**config.mk**
```make
export PLATFORM = sky130hd
export DESIGN_NAME = variable_length_instruction_decoder_top_flat
export DESIGN_NICKNAME = d
export VERILOG_FILES = /design/src/hw/rtl/vlid_pkg.sv /design/src/hw/rtl/vlid_word_if.sv /design/src/hw/rtl/vlid_rec_if.sv /design/src/hw/rtl/vlid_decode.sv /design/src/hw/rtl/vlid_seq.sv /design/src/hw/rtl/variable_length_instruction_decoder_top.sv /design/src/flat_wrapper.sv
export SDC_FILE = /design/constraint.sdc
export NUM_CORES = 1
export LEC_CHECK = 0
export ABC_CLOCK_PERIOD_IN_PS = 10700
export BUFFER_PORTS_ARGS = -buffer_cell sky130_fd_sc_hd__buf_2
export CORE_MARGIN = 1.5
export CORE_UTILIZATION = 60
export DETAILED_ROUTE_END_ITERATION = 12
export GPL_ROUTABILITY_DRIVEN = 0
export GPL_TIMING_DRIVEN = 0
export PLACE_DENSITY = 0.85
export SLEW_MARGIN = 20
export SYNTH_ARGS = -nofsm -noshare
export SYNTH_HDL_FRONTEND = slang
export SYNTH_HIERARCHICAL = 1
export SYNTH_SLANG_ARGS = --single-unit
export TNS_END_PERCENT = 100
```
**constraint.sdc**
```tcl
create_clock -name clk -period 10.7 [get_ports clk]
set_clock_uncertainty 0.2 [all_clocks]
set_input_delay 1.07 -clock clk [delete_from_list [all_inputs] [get_ports clk]]
set_output_delay 1.07 -clock clk [all_outputs]
set_load 0.03 [all_outputs]
```
**src/hw/rtl/vlid_pkg.sv**
```systemverilog
// Shared types, codes and the opcode class table for the instruction decoder.
// No dependencies.
package vlid_pkg;

    localparam int WORD_W = 16;
    localparam logic [7:0] KNOWN_OPS = 8'd26;

    localparam logic [2:0] FORM_TWO  = 3'd0;
    localparam logic [2:0] FORM_ONE  = 3'd1;
    localparam logic [2:0] FORM_IMM  = 3'd2;
    localparam logic [2:0] FORM_NONE = 3'd3;
    localparam logic [2:0] FORM_INT  = 3'd4;

    localparam logic [2:0] MODE_REG     = 3'd0;
    localparam logic [2:0] MODE_IND     = 3'd1;
    localparam logic [2:0] MODE_ABS     = 3'd2;
    localparam logic [2:0] MODE_SPECIAL = 3'd3;
    localparam logic [2:0] MODE_NONE    = 3'd4;

    typedef struct packed {
        logic        is_data;
        logic [7:0]  opcode;
        logic [2:0]  dest_mode;
        logic [2:0]  dest_reg;
        logic [2:0]  src_mode;
        logic [2:0]  src_reg;
        logic [1:0]  needed;
    } dec_t;

    typedef struct packed {
        logic              is_data;
        logic [7:0]        opcode;
        logic [2:0]        dest_mode;
        logic [2:0]        dest_reg;
        logic [2:0]        src_mode;
        logic [2:0]        src_reg;
        logic [WORD_W-1:0] first_word;
        logic [WORD_W-1:0] ext_first;
        logic [WORD_W-1:0] ext_second;
        logic [1:0]        inst_length;
        logic              truncated;
        logic [WORD_W-1:0] start_address;
    } rec_t;

    // operand form of each known opcode
    function automatic logic [2:0] form_of(input logic [4:0] op);
        logic [2:0] f;
        case (op)
            5'd10, 5'd17, 5'd19, 5'd23, 5'd24: f = FORM_NONE;
            5'd12, 5'd13, 5'd14, 5'd15,
            5'd18, 5'd25:                      f = FORM_IMM;
            5'd20, 5'd21:                      f = FORM_ONE;
            5'd22:                             f = FORM_INT;
            default:                           f = FORM_TWO;
        endcase
        return f;
    endfunction

endpackage

```
**src/hw/rtl/vlid_word_if.sv**
```systemverilog
// Input channel: one program word per transfer.
// No dependencies.
interface vlid_word_if;
    logic        valid;
    logic        ready;
    logic [15:0] word;
    logic        last_word;

    modport source (output valid, output word, output last_word, input ready);
    modport sink   (input valid, input word, input last_word, output ready);
endinterface

```
**src/hw/rtl/vlid_rec_if.sv**
```systemverilog
// Output channel: one decoded instruction record per transfer.
// No dependencies.
interface vlid_rec_if;
    logic        valid;
    logic        ready;
    logic        is_data;
    logic [7:0]  opcode;
    logic [2:0]  dest_mode;
    logic [2:0]  dest_reg;
    logic [2:0]  src_mode;
    logic [2:0]  src_reg;
    logic [15:0] first_word;
    logic [15:0] ext_first;
    logic [15:0] ext_second;
    logic [1:0]  inst_length;
    logic        truncated;
    logic [15:0] start_address;

    modport source (output valid, output is_data, output opcode, output dest_mode,
                    output dest_reg, output src_mode, output src_reg, output first_word,
                    output ext_first, output ext_second, output inst_length,
                    output truncated, output start_address, input ready);
    modport sink   (input valid, input is_data, input opcode, input dest_mode,
                    input dest_reg, input src_mode, input src_reg, input first_word,
                    input ext_first, input ext_second, input inst_length,
                    input truncated, input start_address, output ready);
endinterface

```
**src/hw/rtl/vlid_decode.sv**
```systemverilog
// Decodes the first word of an instruction: opcode class, operand modes, length.
// Depends on vlid_pkg.
module vlid_decode
    import vlid_pkg::*;
(
    input  logic [WORD_W-1:0] first,
    output dec_t              dec
);

    logic [2:0] form;
    logic [3:0] dnib;
    logic [3:0] snib;
    logic       dext;
    logic       sext;

    assign dnib = first[7:4];
    assign snib = first[3:0];
    assign form = form_of(first[12:8]);

    always_comb
    begin
        dec           = '0;
        dec.opcode    = first[15:8];
        dec.dest_mode = MODE_NONE;
        dec.src_mode  = MODE_NONE;
        dext          = 1'b0;
        sext          = 1'b0;
        if (first[15:8] >= KNOWN_OPS)
        begin
            dec.is_data = 1'b1;
        end
        else if (form == FORM_TWO || form == FORM_ONE)
        begin
            if (dnib[2:0] != 3'd0)
            begin
                dec.dest_mode = dnib[3] ? MODE_IND : MODE_REG;
                dec.dest_reg  = dnib[2:0] - 3'd1;
            end
            else if (dnib[3])
            begin
                dec.dest_mode = MODE_ABS;
                dext          = 1'b1;
            end
            else
            begin
                dec.dest_mode = MODE_SPECIAL;   // invalid destination, no extra word
            end
            if (form == FORM_TWO)
            begin
                if (snib[2:0] != 3'd0)
                begin
                    dec.src_mode = snib[3] ? MODE_IND : MODE_REG;
                    dec.src_reg  = snib[2:0] - 3'd1;
                end
                else
                begin
                    dec.src_mode = snib[3] ? MODE_ABS : MODE_SPECIAL;
                    sext         = 1'b1;
                end
            end
        end
        else if (form == FORM_IMM)
        begin
            dec.src_mode = MODE_SPECIAL;
            sext         = 1'b1;
        end
        dec.needed = 2'd1 + {1'b0, dext} + {1'b0, sext};
    end

endmodule

```
**src/hw/rtl/vlid_seq.sv**
```systemverilog
// Word sequencer: holds a partial instruction, tracks addresses and builds the record.
// Depends on vlid_pkg and vlid_decode.
module vlid_seq
    import vlid_pkg::*;
(
    input  logic              clk,
    input  logic              rst_n,
    input  logic              accept,
    input  logic [WORD_W-1:0] word,
    input  logic              last_word,
    output logic              emit,
    output rec_t              rec
);

    logic [WORD_W-1:0] held_first_reg, held_first_next;
    logic [WORD_W-1:0] held_ext_reg, held_ext_next;
    logic [1:0]        needed_reg, needed_next;
    logic [1:0]        held_reg, held_next;
    logic [WORD_W-1:0] addr_reg;

    logic              idle;
    logic [WORD_W-1:0] dec_src;
    dec_t              dec;

    assign idle    = (held_reg == 2'd0) || (held_reg >= needed_reg) || (held_reg > 2'd2);
    assign dec_src = idle ? word : held_first_reg;

    vlid_decode u_decode (
        .first (dec_src),
        .dec   (dec)
    );

    always_comb
    begin
        held_first_next   = held_first_reg;
        held_ext_next     = held_ext_reg;
        needed_next       = needed_reg;
        held_next         = 2'd0;
        emit              = 1'b1;
        rec.is_data       = dec.is_data;
        rec.opcode        = dec.opcode;
        rec.dest_mode     = dec.dest_mode;
        rec.dest_reg      = dec.dest_reg;
        rec.src_mode      = dec.src_mode;
        rec.src_reg       = dec.src_reg;
        rec.first_word    = held_first_reg;
        rec.ext_first     = '0;
        rec.ext_second    = '0;
        rec.inst_length   = 2'd1;
        rec.truncated     = 1'b0;
        rec.start_address = addr_reg - {{(WORD_W-2){1'b0}}, held_reg};
        if (idle)
        begin
            rec.first_word    = word;
            rec.start_address = addr_reg;
            if (dec.needed != 2'd1)
            begin
                held_first_next = word;
                needed_next     = dec.needed;
                rec.truncated   = 1'b1;
                emit            = last_word;
                held_next       = last_word ? 2'd0 : 2'd1;
            end
        end
        else if (held_reg == 2'd1)
        begin
            rec.ext_first   = word;
            rec.inst_length = 2'd2;
            if (needed_reg != 2'd2)
            begin
                held_ext_next = word;
                rec.truncated = 1'b1;
                emit          = last_word;
                held_next     = last_word ? 2'd0 : 2'd2;
            end
        end
        else
        begin
            rec.ext_first   = held_ext_reg;
            rec.ext_second  = word;
            rec.inst_length = 2'd3;
        end
    end

    always_ff @(posedge clk or negedge rst_n)
    begin
        if (!rst_n)
        begin
            needed_reg <= 2'd0;
            held_reg   <= 2'd0;
            addr_reg   <= '0;
        end
        else if (accept)
        begin
            needed_reg <= needed_next;
            held_reg   <= held_next;
            addr_reg   <= addr_reg + {{(WORD_W-1){1'b0}}, 1'b1};
        end
    end

    always_ff @(posedge clk)
    begin
        if (accept)
        begin
            held_first_reg <= held_first_next;
            held_ext_reg   <= held_ext_next;
        end
    end

endmodule

```
**src/hw/rtl/variable_length_instruction_decoder_top.sv**
```systemverilog
// Variable-length instruction decoder, top level.
// A record appears in the cycle after the word that completes it is taken.
// One word per cycle if not stalled; the output register refills in the cycle it drains.
// Reset clears the pending instruction and the word address to zero.
// Depends on vlid_pkg, vlid_word_if, vlid_rec_if and vlid_seq.
module variable_length_instruction_decoder_top
    import vlid_pkg::*;
(
    input  logic        clk,
    input  logic        rst_n,
    vlid_word_if.sink   words,
    vlid_rec_if.source  records
);

    logic accept;
    logic emit;
    rec_t rec;
    rec_t rec_reg;
    logic valid_reg;

    assign words.ready = !valid_reg || records.ready;
    assign accept      = words.valid && words.ready;

    vlid_seq u_seq (
        .clk       (clk),
        .rst_n     (rst_n),
        .accept    (accept),
        .word      (words.word),
        .last_word (words.last_word),
        .emit      (emit),
        .rec       (rec)
    );

    always_ff @(posedge clk or negedge rst_n)
    begin
        if (!rst_n)
        begin
            valid_reg <= 1'b0;
        end
        else if (accept)
        begin
            valid_reg <= emit;
        end
        else if (records.ready)
        begin
            valid_reg <= 1'b0;
        end
    end

    always_ff @(posedge clk)
    begin
        if (accept && emit)
        begin
            rec_reg <= rec;
        end
    end

    assign records.valid         = valid_reg;
    assign records.is_data       = rec_reg.is_data;
    assign records.opcode        = rec_reg.opcode;
    assign records.dest_mode     = rec_reg.dest_mode;
    assign records.dest_reg      = rec_reg.dest_reg;
    assign records.src_mode      = rec_reg.src_mode;
    assign records.src_reg       = rec_reg.src_reg;
    assign records.first_word    = rec_reg.first_word;
    assign records.ext_first     = rec_reg.ext_first;
    assign records.ext_second    = rec_reg.ext_second;
    assign records.inst_length   = rec_reg.inst_length;
    assign records.truncated     = rec_reg.truncated;
    assign records.start_address = rec_reg.start_address;

endmodule
```
**src/flat_wrapper.sv**
```systemverilog
// flat-port wrapper written by rule: the top's interface ports become plain ports
module variable_length_instruction_decoder_top_flat import vlid_pkg::*;
  (clk, rst_n, words_valid, words_word, words_last_word, words_ready, records_valid, records_is_data, records_opcode, records_dest_mode, records_dest_reg, records_src_mode, records_src_reg, records_first_word, records_ext_first, records_ext_second, records_inst_length, records_truncated, records_start_address, records_ready);
  vlid_word_if words_i ();
  vlid_rec_if records_i ();
  input  logic clk;
  input  logic rst_n;
  input wire logic [$bits(words_i.valid)-1:0] words_valid;
  input wire logic [$bits(words_i.word)-1:0] words_word;
  input wire logic [$bits(words_i.last_word)-1:0] words_last_word;
  output wire logic [$bits(words_i.ready)-1:0] words_ready;
  output wire logic [$bits(records_i.valid)-1:0] records_valid;
  output wire logic [$bits(records_i.is_data)-1:0] records_is_data;
  output wire logic [$bits(records_i.opcode)-1:0] records_opcode;
  output wire logic [$bits(records_i.dest_mode)-1:0] records_dest_mode;
  output wire logic [$bits(records_i.dest_reg)-1:0] records_dest_reg;
  output wire logic [$bits(records_i.src_mode)-1:0] records_src_mode;
  output wire logic [$bits(records_i.src_reg)-1:0] records_src_reg;
  output wire logic [$bits(records_i.first_word)-1:0] records_first_word;
  output wire logic [$bits(records_i.ext_first)-1:0] records_ext_first;
  output wire logic [$bits(records_i.ext_second)-1:0] records_ext_second;
  output wire logic [$bits(records_i.inst_length)-1:0] records_inst_length;
  output wire logic [$bits(records_i.truncated)-1:0] records_truncated;
  output wire logic [$bits(records_i.start_address)-1:0] records_start_address;
  input wire logic [$bits(records_i.ready)-1:0] records_ready;
  assign words_i.valid = words_valid;
  assign words_i.word = words_word;
  assign words_i.last_word = words_last_word;
  assign words_ready = words_i.ready;
  assign records_valid = records_i.valid;
  assign records_is_data = records_i.is_data;
  assign records_opcode = records_i.opcode;
  assign records_dest_mode = records_i.dest_mode;
  assign records_dest_reg = records_i.dest_reg;
  assign records_src_mode = records_i.src_mode;
  assign records_src_reg = records_i.src_reg;
  assign records_first_word = records_i.first_word;
  assign records_ext_first = records_i.ext_first;
  assign records_ext_second = records_i.ext_second;
  assign records_inst_length = records_i.inst_length;
  assign records_truncated = records_i.truncated;
  assign records_start_address = records_i.start_address;
  assign records_i.ready = records_ready;
  variable_length_instruction_decoder_top u_core (.clk(clk), .rst_n(rst_n), .words(words_i), .records(records_i));
endmodule
```
### Word level (Yosys, flattened, before mapping)

Memory sizes are Yosys's and may differ from the RTL's.
Cells that the tools add are included.

| storage, ports and cells | value |
|---|---|
| RAM bits | 0 |
| ROM bits | 96 |
| output and inout port bits | 90 |
| latch bits | 0 |
| memories | 1 |
| bits in registers | 141 |

| operators by class | value |
|---|---|
| equality and inequality tests | 5 |
| multiplexer cells | 40 |
| bitwise logic cells | 5 |
| divide/modulo/power cells | 0 |
| shifts and indexed selects | 0 |
| magnitude comparators | 3 |
| reduce and logical (&&, ||, !) cells | 18 |
| $mul | 0 |
| add/sub/neg operators | 6 |

Memory list:

| name | words | width | read ports | clocked after Yosys merged registers in | wr ports | line | source |
|---|---|---|---|---|---|---|---|
| (name not given) | 32 | 3 | 1 | 0 | 0 | vlid_pkg.sv:48 | `case (op)` |

Operators with widths:

| cell | count |
|---|---|
| 2-to-1 mux 16 bit | 3 |
| 2-to-1 mux 1 bit | 27 |
| adder 16 x 1 -> 16 bit (second input constant) | 1 |
| subtractor 16 x 2 -> 16 bit | 1 |
| 2-to-1 mux 3 bit | 5 |
| greater-or-equal comparator 8 x 5 -> 1 bit (second input constant) | 1 |
| 2-to-1 mux 2 bit | 4 |
| 2-to-1 mux 6 bit | 1 |
| nonzero test 3 bit | 2 |
| subtractor 3 x 1 -> 3 bit (second input constant) | 2 |
| NOT 1 bit | 5 |
| logical OR 1 bit | 4 |
| AND reduction 4 bit | 1 |
| OR reduction 2 bit | 2 |
| OR reduction 4 bit | 1 |
| == test 3 x 1 -> 1 bit (second input constant) | 1 |
| == test 3 x 2 -> 1 bit (second input constant) | 1 |
| logical NOT 3 bit | 1 |
| AND reduction 3 bit | 1 |
| OR reduction 3 bit | 1 |
| adder 1 x 1 -> 2 bit (first input constant) | 1 |
| adder 2 x 1 -> 2 bit | 1 |
| == test 2 x 1 -> 1 bit (second input constant) | 1 |
| greater-or-equal comparator 2 bit | 1 |
| 7 further kinds | 8 |

### Logic depth before layout (Yosys ltp)

Gate-level depths: netlist of the first run.
An unclocked memory read counts as a cell.

| depth | value |
|---|---|
| word-level depth | 15 |
| mapped depth | 21 |
| mapped depth without buffers | 18 |

### Cells and area by module

The synthesis of the first run kept the hierarchy.

Modules (own cells, without submodules):

| module | area each (um^2) | instances | cells an instance | seq. area each (um^2) |
|---|---|---|---|---|
| vlid_seq | 2894.0 | 1 | 304 | 1461.4 |
| variable_length_instruction_decoder_top | 2711.4 | 1 | 94 | 2667.6 |
| vlid_decode | 471.7 | 1 | 67 | 0.0 |

### Worst setup path before layout of the first run

OpenSTA, ideal clock, no wires.

| timing path | value |
|---|---|
| path type | reg-to-reg |
| start point | register u_core.u_seq.held_reg[0] |
| end point | register u_core.rec_reg, in the netlist u_core/records.dest_mode[0], enable pin |
| path slack | 5.296 ns |
| buffers on the path | 3 |
| arrival | 4.787 ns |
| period minus slack after synthesis | 5.404 ns |
| library setup time | 0.417 ns |
| stages on the path, launching flop included | 21 |
| required time | 10.083 ns |
| cells stage by stage | dfrtp_1 -> inv_1 -> ha_1 -> nand2b_1 -> a211o_1 -> buf_2 -> inv_2 -> buf_2 -> nand2_1 -> nand2_1 -> buf_4 -> nor4bb_2 -> o31ai_4 -> o21bai_1 -> ha_1 -> inv_1 -> inv_1 -> o21ai_0 -> a21o_1 -> nand2_1 -> nor2b_4 |

RTL lines:

| item | line | source |
|---|---|---|
| from (decl) | vlid_seq.sv:18 | `logic [1:0] held_reg, held_next;` |
| from (signal assigned) | vlid_seq.sv:96 | `held_reg <= held_next;` |
| to (signal assigned) | variable_length_instruction_decoder_top.sv:54 | `rec_reg <= rec;` |
| to (decl) | variable_length_instruction_decoder_top.sv:18 | `rec_t rec_reg;` |

==> results of run 1 <==
## worst max-delay path by stage
| stage | end | cells after the start |
|---|---|---|
| 6_report | u_core/records.ext_first[14] | 21 |
| 5_1_grt | u_core/records.ext_first[12] | 21 |
| 4_1_cts | u_core/records.ext_first[14] | 21 |
| 3_5_place_dp | u_core/records.ext_first[14] | 20 |
| 3_3_place_gp | u_core/records.dest_mode[2] | 19 |
| 2_1_floorplan | u_core/records.dest_mode[0] | 20 |
## per-stage QoR
stage	cells	setup WS [ps]
detailed placement	711	5340
global placement	708	4310
global route	743	4850
floorplan	465	5300
finish	743	5160
CTS	743	5190
## cell families (layout without fill, tap and decap cells)
group	after synthesis	in the layout	share of synthesized area, %
AO/OA/AOI/OAI	51	51	6.26
XOR/XNOR	32	32	4.61
adder cells (fa/ha/maj)	8	8	1.77
buffers and inverters	45	190	3.75
flip-flops	141	141	67.9
AND/OR/NAND/NOR	188	188	15.7
## power by group through the flow
stage	Combinational, mW	Clock (mW)	Sequential [mW]
after floorplan	0.109	0	0.720
after global placement	0.206	0	0.675
after detailed placement	0.217	0	0.676
after CTS	0.223	0.622	0.666
after global routing	0.241	0.640	0.670
final	0.223	0.617	0.666
## metal layers
metal  track usage [%]  routed length, um  up-vias
met5                 0                 12        -
met4              10.9                259        2
met3              5.10                804       24
met2              42.6               6680      185
met1              30.1               5110     2032
li1                  -                  -     1904
## layout by cell type (no fill, tap or decap), types with 15 or more instances in the layout
cell type,netlist,routed
and2_1,17,17
buf_2,6,116
xnor2_1,22,22
edfxtp_1,120,120
a21oi_1,21,20
clkbuf_16,0,16
nand2_1,98,98
dfrtp_1,21,21
inv_1,15,15
## final cells by class
class	count	area, um^2
plain buffers	29	168
clock buffers	22	473
clock inverters	10	160
fillers	589	2310
inverters	16	60.1
multi-input cells	279	1730
flip-flops and latches	141	4130
well taps	133	166
repair buffers	113	626
==> impl_metrics.env, run 1 <==
export IMPL_setup_viol=0
export IMPL_die_area_um2=10700
export IMPL_hold_viol=0
export IMPL_clock_power_share_pct=41.0
export IMPL_synth_edf_count=120
export IMPL_cp_slowest_cell="buf_1"
export IMPL_holdPathStages=1
export IMPL_cp_start_kind="register"
export IMPL_yosysTopAreaCellShare_pct=59.3
export IMPL_cp_data_arrival_time_ps=5570
export IMPL_wl_per_cell_um=17.3
export IMPL_cts_root_buf="clkbuf_8"
export IMPL_critPathLaunch="u_core/u_seq/held_reg[0]"
export IMPL_status="completed"
export IMPL_holdCritStartpoint="u_core/u_seq/addr_reg[15]"
export IMPL_synthArstFlopShare_pct=14.9
export IMPL_reg2regPathDepth=21
export IMPL_antenna_found_initial=1
export IMPL_grt_pass1_wl_mm=20.2
export IMPL_swShare_pct=25.8
export IMPL_syn_inst=465
export IMPL_rrSetupSlack_ps=5160
export IMPL_crit_path_max_incr_delay_ps=460
export IMPL_yosysSeqAreaShare_pct=67.9
export IMPL_die_y_um=104
export IMPL_fin_area_um2=7510
export IMPL_slew_headroom_pct=41.1
export IMPL_path_class="register to register"
export IMPL_drive_above_1_share_pct=30.3
export IMPL_max_freq_mhz=181
export IMPL_ys_types=59
export IMPL_die_w_um=104
export IMPL_final_nets=626
export IMPL_grt_pass1_vias=4009
export IMPL_n_antenna_cell=0
export IMPL_placed_area_um2=6880
export IMPL_p_int_mw=1.12
export IMPL_rr_startpoint="u_core/u_seq/held_reg[0]"
export IMPL_critPathBufInv=7
export IMPL_hpwl_mm=8.37
export IMPL_initial_core_util_pct=61.9
export IMPL_portBuffers=110
export IMPL_clock_latency_ps=530
export IMPL_p_total_mw=1.51
export IMPL_fin_tns_setup_ps=0
export IMPL_crit_family="simple AND/OR/NAND/NOR gates"
export IMPL_fin_crit_ps=5540
export IMPL_clock_path_buffers=2
export IMPL_hold_class="register to register"
export IMPL_synth_largest_area_cell="edfxtp_1"
export IMPL_postLayoutCoreUtil_pct=76.5
export IMPL_drt_iter0_drc=269
export IMPL_cts_resized=0
export IMPL_avgSynthCellArea_um2=13.1
export IMPL_drtAntennaViolNets=0
export IMPL_path_max_fanout=32
export IMPL_synth_nets=494
export IMPL_p_sw_uw=389
export IMPL_clock_sinks=141
export IMPL_pwr_share_seq_pct=44.2
export IMPL_pin_count=111
export IMPL_crit_chain="inv_1 -> ha_1 -> nand2b_1 -> a211o_1 -> buf_2 -> buf_1 -> nand2_1 -> nand2_1 -> buf_2 -> nor2b_1 -> o21ai_1 -> nand3_1 -> o21bai_1 -> ha_1 -> inv_1 -> inv_1 -> o21ai_0 -> a21o_1 -> nand2_1 -> nor2b_4 -> buf_12"
export IMPL_dr_pass1_iters=5
export IMPL_drv_cap=0
export IMPL_leakage_nw=3.04
export IMPL_grt_max_degree=33
export IMPL_postCtsSetupBuffers=0
export IMPL_area_growth_pct=23.6
export IMPL_vias=4147
export IMPL_cts_inserted_buffers=17
export IMPL_synth_most_common_cell="edfxtp_1"
export IMPL_ys_ff_latch=141
export IMPL_power_density_nw_per_um2=201
export IMPL_holdBufCountCts=0
export IMPL_viasPerCell=5.58
export IMPL_cts_htree_levels=4
export IMPL_slew_viol_final=0
export IMPL_synth_flop_cell="edfxtp_1"
export IMPL_grt_use_total_pct=24.6
export IMPL_core_area_um2=9820
export IMPL_drc_errors=0
export IMPL_end_kind="register"
export IMPL_synthTopCellsByArea="edfxtp_1 59%, dfrtp_1 8.6%, nand2_1 6.1%"
export IMPL_hold_ws_ps=288
export IMPL_drt_wl_total_mm=12.9
export IMPL_ir_worst_vdd_uv=122
export IMPL_worstPathRequired_ps=10730
export IMPL_clk_pin_slew_ps=60
export IMPL_overflow=0
export IMPL_post_route_period_util_pct=51.8
export IMPL_rr_endpoint="u_core/records.ext_first[14]"
export IMPL_worst_slew_pin_slew_ps=883
export IMPL_yosysWarnings=6
export IMPL_cts_tree="done"
export IMPL_holdPathEnd="u_core/u_seq/addr_reg[15]"
export IMPL_rsz0062_at_grt="false"
export IMPL_synth_common_cells="120 x edfxtp_1, 98 x nand2_1, 22 x xnor2_1"
export IMPL_syn_cell_area_um2=6080
export IMPL_row_count=36
export IMPL_power_frac_comb_pct=14.8
(Power assumes the default switching activity.)
==> run 2, diff against run 1 <==
- ABC_AREA: unset -> 1
- ABC_CLOCK_PERIOD_IN_PS: 10700 -> 4900
- CORE_UTILIZATION: 60 -> 51
- PLACE_DENSITY: 0.85 -> 0.77
- clock period: 10.7 -> 4.9 ns (I/O delays scaled with it)
==> run 2 against run 1 <==
Compared with the run above:
- flip-flop and latch count stayed put
- critical path depth increased by 5
- critical endpoint is now u_core/records.ext_first[9]
- highest routed layer is now met4
- largest power group unchanged
- first-iteration DRC count is 19% higher
- largest cell class unchanged
==> impl_metrics.env, run 2 <==
export IMPL_synth_most_common_cell="nand2_1"
export IMPL_grt_pass1_vias=4420
export IMPL_drt_iter0_drc=320
export IMPL_ir_worst_vdd_uv=235
export IMPL_initial_core_util_pct=52.7
export IMPL_overflow=0
export IMPL_core_area_um2=12100
export IMPL_slew_headroom_pct=40.1
export IMPL_path_class="register to register"
export IMPL_avgSynthCellArea_um2=10.7
export IMPL_layout_common_cells="155 x nand2_1, 122 x buf_2, 120 x edfxtp_1"
export IMPL_path_max_fanout=31
export IMPL_clock_path_buffers=2
export IMPL_synthArstFlopShare_pct=14.9
export IMPL_synth_largest_area_cell="edfxtp_1"
export IMPL_hold_ws_ps=108
export IMPL_hold_class="input port to register"
export IMPL_max_freq_mhz=220
export IMPL_cts_htree_levels=4
export IMPL_fin_crit_ps=4550
export IMPL_n_antenna_cell=0
export IMPL_yosysSeqAreaShare_pct=64.7
export IMPL_syn_inst=597
export IMPL_cts_root_buf="clkbuf_16"
export IMPL_viasPerCell=5.08
export IMPL_ys_types=28
export IMPL_status="completed"
export IMPL_worstPathRequired_ps=4810
export IMPL_postLayoutCoreUtil_pct=64.6
export IMPL_drive_above_1_share_pct=29.7
export IMPL_ys_ff_latch=141
export IMPL_end_kind="register"
export IMPL_pin_count=111
export IMPL_rsz0062_at_grt="false"
export IMPL_reg2regPathDepth=26
export IMPL_post_route_period_util_pct=92.8
export IMPL_leakage_nw=3.41
export IMPL_power_density_nw_per_um2=411
export IMPL_die_area_um2=13200
export IMPL_synth_common_cells="155 x nand2_1, 120 x edfxtp_1, 67 x inv_1"
export IMPL_clock_sinks=141
export IMPL_antenna_found_initial=0
export IMPL_cp_start_kind="register"
export IMPL_rrSetupSlack_ps=350
export IMPL_grt_max_degree=32
export IMPL_worst_slew_pin_slew_ps=897
export IMPL_drtAntennaViolNets=0
export IMPL_grt_pass1_wl_mm=21.8
export IMPL_holdCritStartpoint="words_word[12]"
export IMPL_row_count=40
export IMPL_clock_latency_ps=410
export IMPL_holdPathEnd="u_core/u_seq/held_ext_reg[12]"
export IMPL_hold_viol=0
export IMPL_grt_use_total_pct=21.8
export IMPL_synth_flop_cell="edfxtp_1"
export IMPL_cts_inserted_buffers=17
export IMPL_synth_edf_count=120
export IMPL_wl_per_cell_um=15.2
export IMPL_syn_cell_area_um2=6380
export IMPL_cp_data_arrival_time_ps=4460
export IMPL_drv_cap=0
export IMPL_slew_viol_final=0
export IMPL_synthTopCellsByArea="edfxtp_1 57%, nand2_1 9.1%, dfrtp_1 8.2%"
export IMPL_yosysWarnings=6
export IMPL_yosysTopAreaCellShare_pct=56.5
export IMPL_holdPathStages=1
export IMPL_dr_pass1_iters=6
export IMPL_portBuffers=110
export IMPL_die_y_um=115
export IMPL_rr_endpoint="u_core/records.ext_first[9]"
export IMPL_drc_errors=0
export IMPL_die_w_um=115
export IMPL_drt_wl_total_mm=13.8
export IMPL_cts_tree="done"
export IMPL_setup_viol=0
export IMPL_vias=4629
export IMPL_hpwl_mm=9.66
export IMPL_rr_startpoint="u_core/u_seq/held_reg[0]"
export IMPL_final_nets=760
export IMPL_area_growth_pct=22.6
export IMPL_final_common_cell="nand2_1"
export IMPL_clk_pin_slew_ps=60
export IMPL_synth_nets=626
[run 2: changes by cell type after synthesis, moves of 10 or more]
cell     before  now
nand2_1      98  155
inv_1        15   67
nor3_2        0   10
nor2_1       13   51
and2_1       17    0
xnor2_1      22    1
[run 2: stage by stage]
| stage | total power [mW] | cell area [um^2] | setup WS [ps] | TNS [ps] | instances |
|---|---|---|---|---|---|
| floorplan | 1.86 | 6380 | 173 | 0 | 597 |
| finish | 3.22 | 7820 | 352 | 0 | 912 |
| global placement | 1.98 | 7140 | -695 | -60290 | 875 |
| detailed placement | 2.00 | 7210 | -96.7 | -2960 | 878 |
| global route | 3.35 | 7820 | 46.2 | 0 | 912 |
| CTS | 3.23 | 7800 | 271 | 0 | 912 |
[run 2: how the worst max path moves through the flow]
stage	startpoint	endpoint	slack, ps	cells after the start
CTS	u_core/u_seq/held_reg[0]	u_core/records.first_word[10]	270	26
global route	u_core/u_seq/held_reg[0]	u_core/records.first_word[10]	50	28
global placement	u_core/u_seq/held_reg[1]	u_core/records.ext_first[9]	-690	21
detailed placement	u_core/u_seq/held_reg[0]	u_core/records.ext_first[9]	-100	25
floorplan	u_core/u_seq/held_reg[0]	u_core/records.dest_mode[0]	170	24
finish	u_core/u_seq/held_reg[0]	u_core/records.ext_first[9]	350	26
[run 2: final cells by class]
class	instances	area, um^2
fill	933	4290
inverter	75	282
clock inverter	15	148
multi-input combinational	351	1780
tap	168	210
clock buffer	17	425
buffer	30	214
sequential	141	4130
timing repair buffer	115	636
[run 2: logic make-up (layout without fill, tap and decap cells)]
| kind of cell | Yosys count | after routing | synth area share [%] |
|---|---|---|---|
| compound gates | 50 | 50 | 3.98 |
| simple gates | 278 | 278 | 19.8 |
| xor+xnor | 15 | 15 | 2.06 |
| fa+ha+maj | 8 | 8 | 1.69 |
| flops | 141 | 141 | 64.7 |
| buf+inv | 105 | 252 | 7.77 |
[run 2: critical path: stages, from the launching register on]
cell and delay [ps]:
dfrtp_1 420, inv_2 60, ha_1 300, o21ai_2 190, nand3_4 130, inv_2 90, buf_2 240, nand2_1 100
o21ai_2 140, inv_1 150, nand2_1 110, nand2_1 90, nand3_1 200, nand3_2 150, nor2_2 190, inv_2 40
ha_1 280, inv_1 70, nand2_1 70, nand2_1 70, nand2_1 90, nand2_1 70, inv_1 70, nor2_4 120
buf_12 200, buf_16 180, buf_12 200
[run 2: layer usage]
metal / track usage [%] / vias to the layer above / wire length [um]
met1: 26.2 / 2171 / 5660
met3: 4.74 / 30 / 868
met5: 0 / - / 0
li1: - / 2224 / -
met4: 8.56 / 0 / 299
met2: 38.6 / 204 / 7020
[run 2: report_power, final]
part	total (mW)	internal, mW	switching, mW
logic	0.538	0.164	0.374
clock network	1.23	0.745	0.482
registers	1.45	1.41	0.0391
[run 2: repair_timing]
item	in CTS	in global routing
endpoints found under the hold margin	21	0
hold buffers	1	0
setup endpoints to repair	31	31
resized for setup	3	4
pin swaps	1	0
buffers inserted	1	0
cloned	0	0
